**config.mk**
```make
export PLATFORM = sky130hd
export DESIGN_NAME = motion_packet_field_parser
export DESIGN_NICKNAME = d
export VERILOG_FILES = /design/src/hdl/mpfp_pkg.sv /design/src/hdl/motion_packet_field_parser.sv /design/src/hdl/mpfp_parse.sv /design/src/hdl/mpfp_out_fifo.sv
export SDC_FILE = /design/constraint.sdc
export NUM_CORES = 1
export LEC_CHECK = 0
export BUFFER_PORTS_ARGS = -buffer_cell sky130_fd_sc_hd__clkbuf_2
export CAP_MARGIN = 20
export CORE_MARGIN = 5
export CORE_UTILIZATION = 40
export CTS_BUF_LIST = sky130_fd_sc_hd__clkbuf_2 sky130_fd_sc_hd__clkbuf_4 sky130_fd_sc_hd__clkbuf_8
export DETAILED_ROUTE_END_ITERATION = 10
export PLACE_DENSITY_LB_ADDON = 0.08
export SETUP_SLACK_MARGIN = 0.1
export SYNTH_ARGS = -nofsm -noshare
export SYNTH_HDL_FRONTEND = slang
export SYNTH_SLANG_ARGS = --single-unit
```
**constraint.sdc**
```tcl
create_clock -name clk_i -period 3.41 [get_ports clk_i]
set_clock_uncertainty 0.1 [all_clocks]
set_input_delay 0.1705 -clock clk_i [delete_from_list [all_inputs] [get_ports clk_i]]
set_output_delay 0.1705 -clock clk_i [all_outputs]
set_load 0.02 [all_outputs]
```
**src/hdl/mpfp_pkg.sv**
```systemverilog
// Package for the motion packet field parser: payload types, codes and section helpers.
`default_nettype none
package mpfp_pkg;

  localparam int unsigned MAX_PACKET_BYTES_DEF = 60;

  localparam logic [7:0] MAGIC_BYTE = 8'hDE;
  localparam logic [3:0] ID_DONE    = 4'd15;
  localparam logic [3:0] ID_NUN_MASK = 4'd6;

  localparam logic RK_VALUE   = 1'b0;
  localparam logic RK_VERDICT = 1'b1;

  localparam int unsigned NUM_SECTIONS = 5;

  // first value id of each optional section, in flag-bit order
  localparam logic [3:0] SECTION_FIRST_ID [NUM_SECTIONS] = '{4'd0, 4'd3, 4'd4, 4'd6, 4'd9};

  typedef struct packed {
    logic [7:0] data_byte;
    logic       end_of_packet;
  } mpfp_in_t;

  typedef struct packed {
    logic        result_kind;
    logic [3:0]  value_id;
    logic [31:0] value_word;
    logic        packet_ok;
    logic        run_last;
  } mpfp_out_t;

  // results produced by one byte: an optional value and an optional verdict
  typedef struct packed {
    logic val_push;
    logic ver_push;
  } mpfp_push_t;

  // first selected section at or after section s
  function automatic logic [3:0] first_from(input logic [2:0] s, input logic [4:0] flags);
    logic [3:0] r;
    r = ID_DONE;
    for (int i = NUM_SECTIONS - 1; i >= 0; i--) begin
      if ((3'(i) >= s) && flags[i]) begin
        r = SECTION_FIRST_ID[i];
      end
    end
    return r;
  endfunction

  function automatic logic [3:0] next_id(input logic [3:0] id, input logic [4:0] flags);
    logic [3:0] r;
    case (id)
      4'd2:    r = first_from(3'd1, flags);
      4'd3:    r = first_from(3'd2, flags);
      4'd5:    r = first_from(3'd3, flags);
      4'd8:    r = first_from(3'd4, flags);
      4'd11:   r = ID_DONE;
      default: r = (id < 4'd11) ? id + 4'd1 : ID_DONE;
    endcase
    return r;
  endfunction

endpackage
`default_nettype wire

```
**src/hdl/motion_packet_field_parser.sv**
```systemverilog
// Top level of the motion packet field parser.
//
//   channel | direction | handshake             | payload
//   --------+-----------+-----------------------+--------------------------
//   in      | input     | in_valid_i/in_stall_o | in_data_i  (mpfp_in_t)
//   out     | output    | out_valid_o/out_stall_i | out_data_o (mpfp_out_t)
//
// One byte per cycle while in_stall_o is low: the packet state updates in the cycle a byte is taken.
// Results land in a 4-entry queue and leave one per cycle while out_stall_i is low, from the cycle after.
// A byte yielding a value plus a verdict queues both, the value ahead of the verdict.
// in_stall_o rises when fewer than two queue slots are free.
// Reset clears packet state, last sequence and the queue.
`default_nettype none
module motion_packet_field_parser #(
  parameter int unsigned MaxPacketBytes = mpfp_pkg::MAX_PACKET_BYTES_DEF
) (
  input  wire logic                clk_i,
  input  wire logic                rst_ni,
  input  wire logic                in_valid_i,
  output logic                     in_stall_o,
  input  wire mpfp_pkg::mpfp_in_t  in_data_i,
  output logic                     out_valid_o,
  input  wire logic                out_stall_i,
  output mpfp_pkg::mpfp_out_t      out_data_o
);
  import mpfp_pkg::*;

  logic       accept;
  logic       full;
  mpfp_push_t push;
  mpfp_out_t  val_res;
  mpfp_out_t  ver_res;

  assign in_stall_o = full;
  assign accept     = in_valid_i & ~full;

  mpfp_parse #(
    .MaxBytes (MaxPacketBytes)
  ) u_parse (
    .clk_i     (clk_i),
    .rst_ni    (rst_ni),
    .accept_i  (accept),
    .in_i      (in_data_i),
    .push_o    (push),
    .val_res_o (val_res),
    .ver_res_o (ver_res)
  );

  mpfp_out_fifo u_out_fifo (
    .clk_i       (clk_i),
    .rst_ni      (rst_ni),
    .push_i      (push),
    .val_res_i   (val_res),
    .ver_res_i   (ver_res),
    .full_o      (full),
    .out_valid_o (out_valid_o),
    .out_stall_i (out_stall_i),
    .out_data_o  (out_data_o)
  );

endmodule
`default_nettype wire

```
**src/hdl/mpfp_parse.sv**
```systemverilog
// Per-byte packet state and field assembly for the motion packet parser.
`default_nettype none
module mpfp_parse #(
  parameter int unsigned MaxBytes = mpfp_pkg::MAX_PACKET_BYTES_DEF
) (
  input  wire logic              clk_i,
  input  wire logic              rst_ni,
  input  wire logic              accept_i,
  input  wire mpfp_pkg::mpfp_in_t in_i,
  output mpfp_pkg::mpfp_push_t   push_o,
  output mpfp_pkg::mpfp_out_t    val_res_o,
  output mpfp_pkg::mpfp_out_t    ver_res_o
);
  import mpfp_pkg::*;

  localparam int unsigned PW = $clog2(MaxBytes + 1);

  logic [7:0]    last_seq_q, last_seq_d;
  logic [PW-1:0] pos_q, pos_d;
  logic [4:0]    flags_q, flags_d;
  logic [31:0]   acc_q, acc_d;
  logic [3:0]    fidx_q, fidx_d;
  logic [1:0]    bif_q, bif_d;
  logic          rej_q, rej_d;

  logic       val_push;
  logic [3:0] val_id;
  logic [31:0] val_word;
  logic [7:0] b;
  logic       eop;
  logic [7:0] seq_base;
  logic       ok;

  assign b   = in_i.data_byte;
  assign eop = in_i.end_of_packet;

  always_comb begin
    last_seq_d = last_seq_q;
    pos_d      = pos_q;
    flags_d    = flags_q;
    acc_d      = acc_q;
    fidx_d     = fidx_q;
    bif_d      = bif_q;
    rej_d      = rej_q;
    val_push   = 1'b0;
    val_id     = fidx_q;
    val_word   = 32'd0;
    seq_base   = (b == 8'd0) ? 8'd0 : last_seq_q;

    if (pos_q < PW'(MaxBytes)) begin
      pos_d = pos_q + PW'(1);
      if (!rej_q) begin
        if (pos_q == PW'(0)) begin
          if (b != MAGIC_BYTE) rej_d = 1'b1;
        end else if (pos_q == PW'(1)) begin
          if (eop) begin
            rej_d = 1'b1;
          end else if (b < seq_base) begin
            rej_d      = 1'b1;
            last_seq_d = seq_base;
          end else begin
            last_seq_d = b;
          end
        end else if (pos_q == PW'(2)) begin
          flags_d = b[4:0];
          fidx_d  = first_from(3'd0, b[4:0]);
        end else if (fidx_q != ID_DONE) begin
          if (fidx_q == ID_NUN_MASK) begin
            val_push = 1'b1;
            val_word = {24'd0, b};
            fidx_d   = next_id(fidx_q, flags_q);
          end else if (bif_q == 2'd3) begin
            val_push = 1'b1;
            val_word = {acc_q[23:0], b};
            acc_d    = 32'd0;
            bif_d    = 2'd0;
            fidx_d   = next_id(fidx_q, flags_q);
          end else begin
            acc_d = {acc_q[23:0], b};
            bif_d = bif_q + 2'd1;
          end
        end
      end
    end

    ok = !rej_d && (pos_d >= PW'(3)) && (fidx_d == ID_DONE);

    if (eop) begin
      pos_d   = '0;
      flags_d = '0;
      acc_d   = '0;
      fidx_d  = '0;
      bif_d   = '0;
      rej_d   = 1'b0;
    end
  end

  always_comb begin
    push_o.val_push = accept_i & val_push;
    push_o.ver_push = accept_i & eop;

    val_res_o.result_kind = RK_VALUE;
    val_res_o.value_id    = val_id;
    val_res_o.value_word  = val_word;
    val_res_o.packet_ok   = 1'b0;
    val_res_o.run_last    = !eop;

    ver_res_o.result_kind = RK_VERDICT;
    ver_res_o.value_id    = 4'd0;
    ver_res_o.value_word  = 32'd0;
    ver_res_o.packet_ok   = ok;
    ver_res_o.run_last    = 1'b1;
  end

  always_ff @(posedge clk_i or negedge rst_ni) begin
    if (!rst_ni) begin
      last_seq_q <= '0;
      pos_q      <= '0;
      flags_q    <= '0;
      acc_q      <= '0;
      fidx_q     <= '0;
      bif_q      <= '0;
      rej_q      <= 1'b0;
    end else if (accept_i) begin
      last_seq_q <= last_seq_d;
      pos_q      <= pos_d;
      flags_q    <= flags_d;
      acc_q      <= acc_d;
      fidx_q     <= fidx_d;
      bif_q      <= bif_d;
      rej_q      <= rej_d;
    end
  end

endmodule
`default_nettype wire

```
**src/hdl/mpfp_out_fifo.sv**
```systemverilog
// Four-entry result queue with two write slots per cycle and one read.
`default_nettype none
module mpfp_out_fifo (
  input  wire logic                 clk_i,
  input  wire logic                 rst_ni,
  input  wire mpfp_pkg::mpfp_push_t push_i,
  input  wire mpfp_pkg::mpfp_out_t  val_res_i,
  input  wire mpfp_pkg::mpfp_out_t  ver_res_i,
  output logic                      full_o,
  output logic                      out_valid_o,
  input  wire logic                 out_stall_i,
  output mpfp_pkg::mpfp_out_t       out_data_o
);
  import mpfp_pkg::*;

  mpfp_out_t  mem_q [4];
  logic [1:0] wr_ptr_q, wr_ptr_d;
  logic [1:0] rd_ptr_q, rd_ptr_d;
  logic [2:0] count_q, count_d;
  logic       pop;
  logic       push0, push1;
  logic [2:0] n_push;
  mpfp_out_t  e0;

  assign push0  = push_i.val_push | push_i.ver_push;
  assign push1  = push_i.val_push & push_i.ver_push;
  assign e0     = push_i.val_push ? val_res_i : ver_res_i;
  assign n_push = 3'(push_i.val_push) + 3'(push_i.ver_push);

  // room for a two-result transaction must be there before accepting a byte
  assign full_o      = count_q > 3'd2;
  assign out_valid_o = count_q != 3'd0;
  assign out_data_o  = mem_q[rd_ptr_q];
  assign pop         = out_valid_o & ~out_stall_i;

  always_comb begin
    wr_ptr_d = wr_ptr_q + n_push[1:0];
    rd_ptr_d = rd_ptr_q + 2'(pop);
    count_d  = count_q + n_push - 3'(pop);
  end

  always_ff @(posedge clk_i or negedge rst_ni) begin
    if (!rst_ni) begin
      wr_ptr_q <= '0;
      rd_ptr_q <= '0;
      count_q  <= '0;
    end else begin
      wr_ptr_q <= wr_ptr_d;
      rd_ptr_q <= rd_ptr_d;
      count_q  <= count_d;
    end
  end

  always_ff @(posedge clk_i) begin
    if (push0) mem_q[wr_ptr_q] <= e0;
    if (push1) mem_q[wr_ptr_q + 2'd1] <= ver_res_i;
  end

endmodule
`default_nettype wire

```
### Yosys cells after proc, flatten, opt, wreduce, memory -nomap -nowiden

Memory sizes are Yosys's and may differ from the RTL's.
Index checks and enable logic that the tools add are counted.

| word-level totals | value |
|---|---|
| bits in registers | 57 |
| bits in writable memories | 156 |
| input bits | 13 |
| output and inout bits | 41 |
| memories kept | 1 |

Memory list:

| memory | words | width | read ports | clocked after memory_dff | write ports | RTL line | text |
|---|---|---|---|---|---|---|---|
| u_out_fifo.mem_q | 4 | 39 | 1 | 0 | 2 | mpfp_out_fifo.sv:16 | `mpfp_out_t mem_q [4];` |

| operators by class | value |
|---|---|
| reduce and logical (&&, ||, !) cells | 13 |
| equality and inequality tests | 17 |
| bitwise operators | 11 |
| $lt $le $gt $ge | 5 |
| $add $sub $neg | 9 |
| muxes and demuxes | 77 |

Operators with widths:

| kind | count |
|---|---|
| $mux 32 | 8 |
| $mux 24 | 9 |
| $mux 4 | 17 |
| $mux 39 | 1 |
| $mux 5 | 6 |
| $mux 1 | 20 |
| $pmux 4 s5 | 1 |
| $mux 2 | 9 |
| $mux 8 | 2 |
| $eq 4x4->1 const B | 3 |
| $mux 6 | 2 |
| $reduce_and 6->1 | 2 |
| $ne 2x2->1 const B | 5 |
| $eq 4x2->1 const B | 2 |
| $eq 4x3->1 const B | 2 |
| $logic_not 8->1 | 1 |
| $lt 8x8->1 | 1 |
| $ne 8x8->1 const B | 1 |
| $reduce_and 8->1 | 1 |
| $add 6x1->6 const B | 1 |
| $eq 6x1->1 const B | 1 |
| $eq 6x2->1 const B | 1 |
| $ge 6x2->1 const B | 1 |
| $logic_not 6->1 | 1 |
| 20 further kinds | 34 |

### Longest topological paths before layout

| logic depth | value |
|---|---|
| depth after elaboration | 16 |
| mapped depth | 16 |
| gate-level depth less buffers | 14 |

### Hierarchy

From an unflattened synthesis, not the netlist that was laid out.

| second synthesis, totals | value |
|---|---|
| cells, all modules | 907 |
| area total of the unflattened synthesis | 11415.9 µm² |

By module, submodules not included:

| module | area each (µm²) | instances | cells each | seq. area each (µm²) |
|---|---|---|---|---|
| mpfp_out_fifo | 7836.3 | 1 | 488 | 4859.7 |
| mpfp_parse | 3565.9 | 1 | 418 | 1226.2 |
| motion_packet_field_parser | 13.8 | 1 | 1 | 0.0 |

### Worst setup path after synthesis

No wires, ideal clock.

| timing | value |
|---|---|
| kind | reg2reg |
| from | register u_parse.fidx_q[0] |
| to | register u_out_fifo.count_q[2] |
| slack | 0.231 ns |
| period minus slack after synthesis | 3.179 ns |
| data required time | 3.187 ns |
| arrival | 2.957 ns |
| stages on the path, launching flop included | 15 |
| path through | dfrtp_1 > inv_1 > ha_1 > a21oi_1 > o2bb2ai_1 > and3_2 > nand2_4 > inv_1 > ha_1 > clkbuf_1 > inv_1 > ha_1 > fa_1 > xor2_1 > xnor2_1 |

| between the ends | value |
|---|---|
| word-level cells in the longest chain between the ends | 12 |
| elaborated cells between the ends (all ways) | 13 |

RTL lines:

| item | RTL line | text |
|---|---|---|
| start, declared | mpfp_parse.sv:22 | `logic [3:0] fidx_q, fidx_d;` |
| start signal, assigned | mpfp_parse.sv:129 | `fidx_q <= fidx_d;` |
| $eq 4x3->1 | mpfp_parse.sv:68 | `if (fidx_q == ID_NUN_MASK) begin` |
| $mux 1 | mpfp_parse.sv:68 |  |
| $mux 1 * | mpfp_parse.sv:67 | `end else if (fidx_q != ID_DONE) begin` |
| $mux 1 * | mpfp_parse.sv:64 | `end else if (pos_q == PW'(2)) begin` |
| $mux 1 * | mpfp_parse.sv:55 | `end else if (pos_q == PW'(1)) begin` |
| $mux 1 * | mpfp_parse.sv:53 | `if (pos_q == PW'(0)) begin` |
| $mux 1 * | mpfp_parse.sv:52 | `if (!rej_q) begin` |
| $mux 1 * | mpfp_parse.sv:50 | `if (pos_q < PW'(MaxBytes)) begin` |
| $and 1x1->1 * | mpfp_parse.sv:99 | `push_o.val_push = accept_i & val_push;` |
| $add 1x1->2 * | mpfp_out_fifo.sv:28 | `assign n_push = 3'(push_i.val_push) + 3'(push_i.ver_push);` |
| $add 3x3->3 * | mpfp_out_fifo.sv:39 | `count_d = count_q + n_push - 3'(pop);` |
| $sub 3x1->3 * | mpfp_out_fifo.sv:39 |  |
| via u_out_fifo.count_d[2] | mpfp_out_fifo.sv:19 | `logic [2:0] count_q, count_d;` |
| end signal, assigned | mpfp_out_fifo.sv:50 | `count_q <= count_d;` |
| end, declared | mpfp_out_fifo.sv:19 |  |

Mark *: on every way through the listed nets, which the timed path passes. The rest lies on a longest branch.
A chain may end at the register's enable or synchronous reset.

==> results.toml <==
[logic_synthesis]
syn_area_per_cell_sq_um = 9.934
synth_area_sq_mm = 0.009239
ys_async_sr_fraction = 0.2642
netlist_instances = 930
synth_top_area_frac = 0.3294
dominantRegCellSynth = "dfxtp_1"
synth_edf_count = 4
synth_nets = 967
yosys_warnings = 0
ys_seq_area_frac = 0.4940
ys_top_cells_by_area = "dfxtp_1 33%, dfrtp_1 15%, mux4_2 9.5%"
ys_types = 65
ys_seq_elements = 212
yosys.area.top_type = "dfxtp_1"

[pwr]
peakVddDrop_v = 0.0006637
cellPowerDensity_mw_per_mm2 = 732.7
p_leak_nw = 4.394

[flow_run]
drv_cap = 0

[floorplan]
start_util = 0.4068
io_pins = 54
core_area_sq_mm = 0.02271
fp.dieH_microns = 162.0
die-area_sq_mm = 0.02624
rows = 55
dieWidth_microns = 162.0

[critical_path]
timing.rr.end = "u_out_fifo.mem_q[0][30]$_SDFFE_PP0P_"
reg2regPathDepth = 11
crit_end = "u_out_fifo.mem_q[0][30]$_SDFFE_PP0P_"
worstReg2RegStart = "u_parse.pos_q[4]$_DFFE_PN0P_"
cp-start-kind = "flop"
r2r_slack_ns = 0.30
arrival_ns = 3.46
startpoint = "u_parse.pos_q[4]$_DFFE_PN0P_"
required_ns = 3.77
path_class = "flop to flop"
endpoint_kind = "flop"
crit_fanout = 28

[grt]
grt_pass1_wl_microns = 41140
grt.overflow.total = 0
grt_pass1_vias = 7383
grt_max_degree = 57
antenna_found_initial = 0
grtUsageTotal = 0.1959

[cells_and_area]
layout-drive-gt1-share = 0.2236
antenna_cells = 0
area.growth.synth_to_final_pct = 18.32
final_cell_area_sq_mm = 0.01093
fin_nets = 1049

[drt]
first_iter_violations = 324
firstDrtPassIters = 5
wl_microns = 25110
drcViolationCount = 0
routedWlPerCell_microns = 18.92
vias = 7214
ant_nets = 0
vias_per_cell = 5.436

[timing]
worst_pin_slew_ns = 1.029
finalCriticalPeriod_ns = 3.107
relSlewSlack = 0.3141
drv_slew = 0
worst_slack_ns = 0.3033
hold_viol_final = 0
fin_setup_tns_ns = 0
rsz0062_at_grt = "true"
max_freq_mhz = 321.9
setup_viol = 0
whs_ns = 0.06666
fin_crit_sh = 0.9110

[placement]
post-place-ws_ns = 0.1304
place_area_sq_mm = 0.009910
gp_congestion = 0.8427
io_buffers = 53
place_hpwl_microns = 16090

[clock_tree]
post_cts_buffers = 0
root_buffer = "clkbuf_8"
numCtsBuffers = 38
cts.sinks = 212
clkTransAtPathRegs_ns = 0.06
cts_tree = "yes"
insertion_delay_ns = 0.54
clockBufferDepth = 3
cts_max_level = 2

[run_status]
status = "complete, no violations"

[hold_path]
min_path_type = "input port to flop"
cells in the final DEF, fill, tap and decap left out, drive strengths merged, types with 7 or more instances in the layout:
master / Yosys / final
dfxtp: 152 / 152
mux4: 39 / 39
a31oi: 7 / 7
nand2: 193 / 193
a21oi: 28 / 28
a22o: 59 / 59
ha: 23 / 23
nor4: 11 / 11
inv: 26 / 28
buf: 24 / 45
dfrtp: 56 / 56
dlygate4sd3: 0 / 11
o21ai: 143 / 143
clkbuf: 43 / 112
nor2: 30 / 30
and2: 8 / 8
kinds of logic (layout without fill, tap and decap cells):
family                     Yosys count  count (layout)  share of synthesized area
adders and majority gates           24              24                    0.03332
buffers and inverters               93             205                    0.04618
DFF                                212             212                     0.4940
muxes                               41              41                    0.09751
AOI/OAI and AO/OA                  271             271                     0.1861
and+or+nand+nor                    284             284                     0.1381
xor gates and xnor gates             5               5                   0.004741
layout make-up:
class	count	area, sq um
sequential	212	4569
fill	2168	11780
clock inverter	11	136.4
multi-input combinational	625	4287
clock buffer	59	755.7
inverter	26	97.59
timing repair buffer	109	729.5
tap	285	356.6
registers in the layout (all words and copies together) (netlist names):
signal / cells
u_out_fifo.mem_q: 156
u_parse.acc_q: 24
u_parse.last_seq_q: 8
u_parse.pos_q: 6
u_parse.fidx_q: 4
u_parse.flags_q: 4
u_out_fifo.count_q: 3
u_out_fifo.rd_ptr_q: 2
u_out_fifo.wr_ptr_q: 2
u_parse.bif_q: 2
u_parse.rej_q: 1
worst min-delay path by stage:
| stage | from | end | slack, ns | cells after the start |
|---|---|---|---|---|
| CTS | in_valid_i | u_parse.fidx_q[3]$_DFFE_PN0P_ | 0.05 | 3 |
| floorplan | rst_ni | u_out_fifo.count_q[0]$_DFF_PN0_ | -0.23 | 0 |
| global route | in_valid_i | u_parse.fidx_q[3]$_DFFE_PN0P_ | 0.08 | 3 |
| detailed placement | rst_ni | u_parse.pos_q[2]$_DFFE_PN0P_ | 0.28 | 2 |
| finish | in_valid_i | u_parse.fidx_q[3]$_DFFE_PN0P_ | 0.07 | 3 |
| global placement | rst_ni | u_parse.pos_q[2]$_DFFE_PN0P_ | 0.28 | 2 |
stage by stage:
stage / power, W / cells / util
detailed placement: 0.005322 / 1246 / 0.4364
CTS: 0.008088 / 1327 / 0.4805
global route: 0.008501 / 1327 / 0.4814
floorplan: 0.004614 / 930 / -
global placement: 0.005327 / 1246 / 0.4364
finish: 0.008009 / 1327 / 0.4814
routing by layer:
metal / up-vias / share of wire / GRT usage
met5: - / 0 / 0
met4: 0 / 0.018 / 0.05152
met3: 38 / 0.041 / 0.03070
met2: 155 / 0.46 / 0.3158
met1: 3518 / 0.48 / 0.2771
li1: 3503 / - / -
worst max-delay path, stage by stage (launching register included):
cell	delay, ns
dfrtp_1	0.50
nor4_4	0.28
o31ai_1	0.15
and3_2	0.27
nand2_4	0.07
ha_1	0.16
nor3_1	0.05
buf_4	0.16
a31oi_4	0.79
buf_4	0.34
nand2_1	0.06
o21ai_0	0.07
cells in the mapped netlist (all sizes together), types with 3 or more instances:
| master | count |
|---|---|
| and3 | 6 |
| a31oi | 7 |
| o22ai | 3 |
| nand2 | 193 |
| dfxtp | 152 |
| a21oi | 28 |
| nor2b | 4 |
| edfxtp | 4 |
| mux4 | 39 |
| nor2 | 30 |
| nand4 | 4 |
| nand3b | 3 |
| inv | 26 |
| nand3 | 5 |
| dfrtp | 56 |
| and2 | 8 |
| nor3 | 6 |
| nand2b | 6 |
| clkbuf | 43 |
| o211ai | 3 |
| o21ai | 143 |
| a41oi | 3 |
| or4 | 4 |
| nor4 | 11 |
| ha | 23 |
| a211oi | 3 |
| xnor2 | 3 |
| a2bb2oi | 4 |
| a22o | 59 |
| buf | 24 |
repair_timing:
action / CTS / global route
resized for setup: 0 / 6
hold endpoints to repair: 99 / 0
endpoints found under the setup margin: 0 / 127
hold buffers: 11 / 0
power by group:
group / internal [W] / switching [W] / leakage (nW)
Combinational: 0.000905 / 0.00126 / 1.91
Sequential: 0.00277 / 0.000346 / 2.01
Clock: 0.00165 / 0.00108 / 0.473
(Power assumes the default switching activity.)
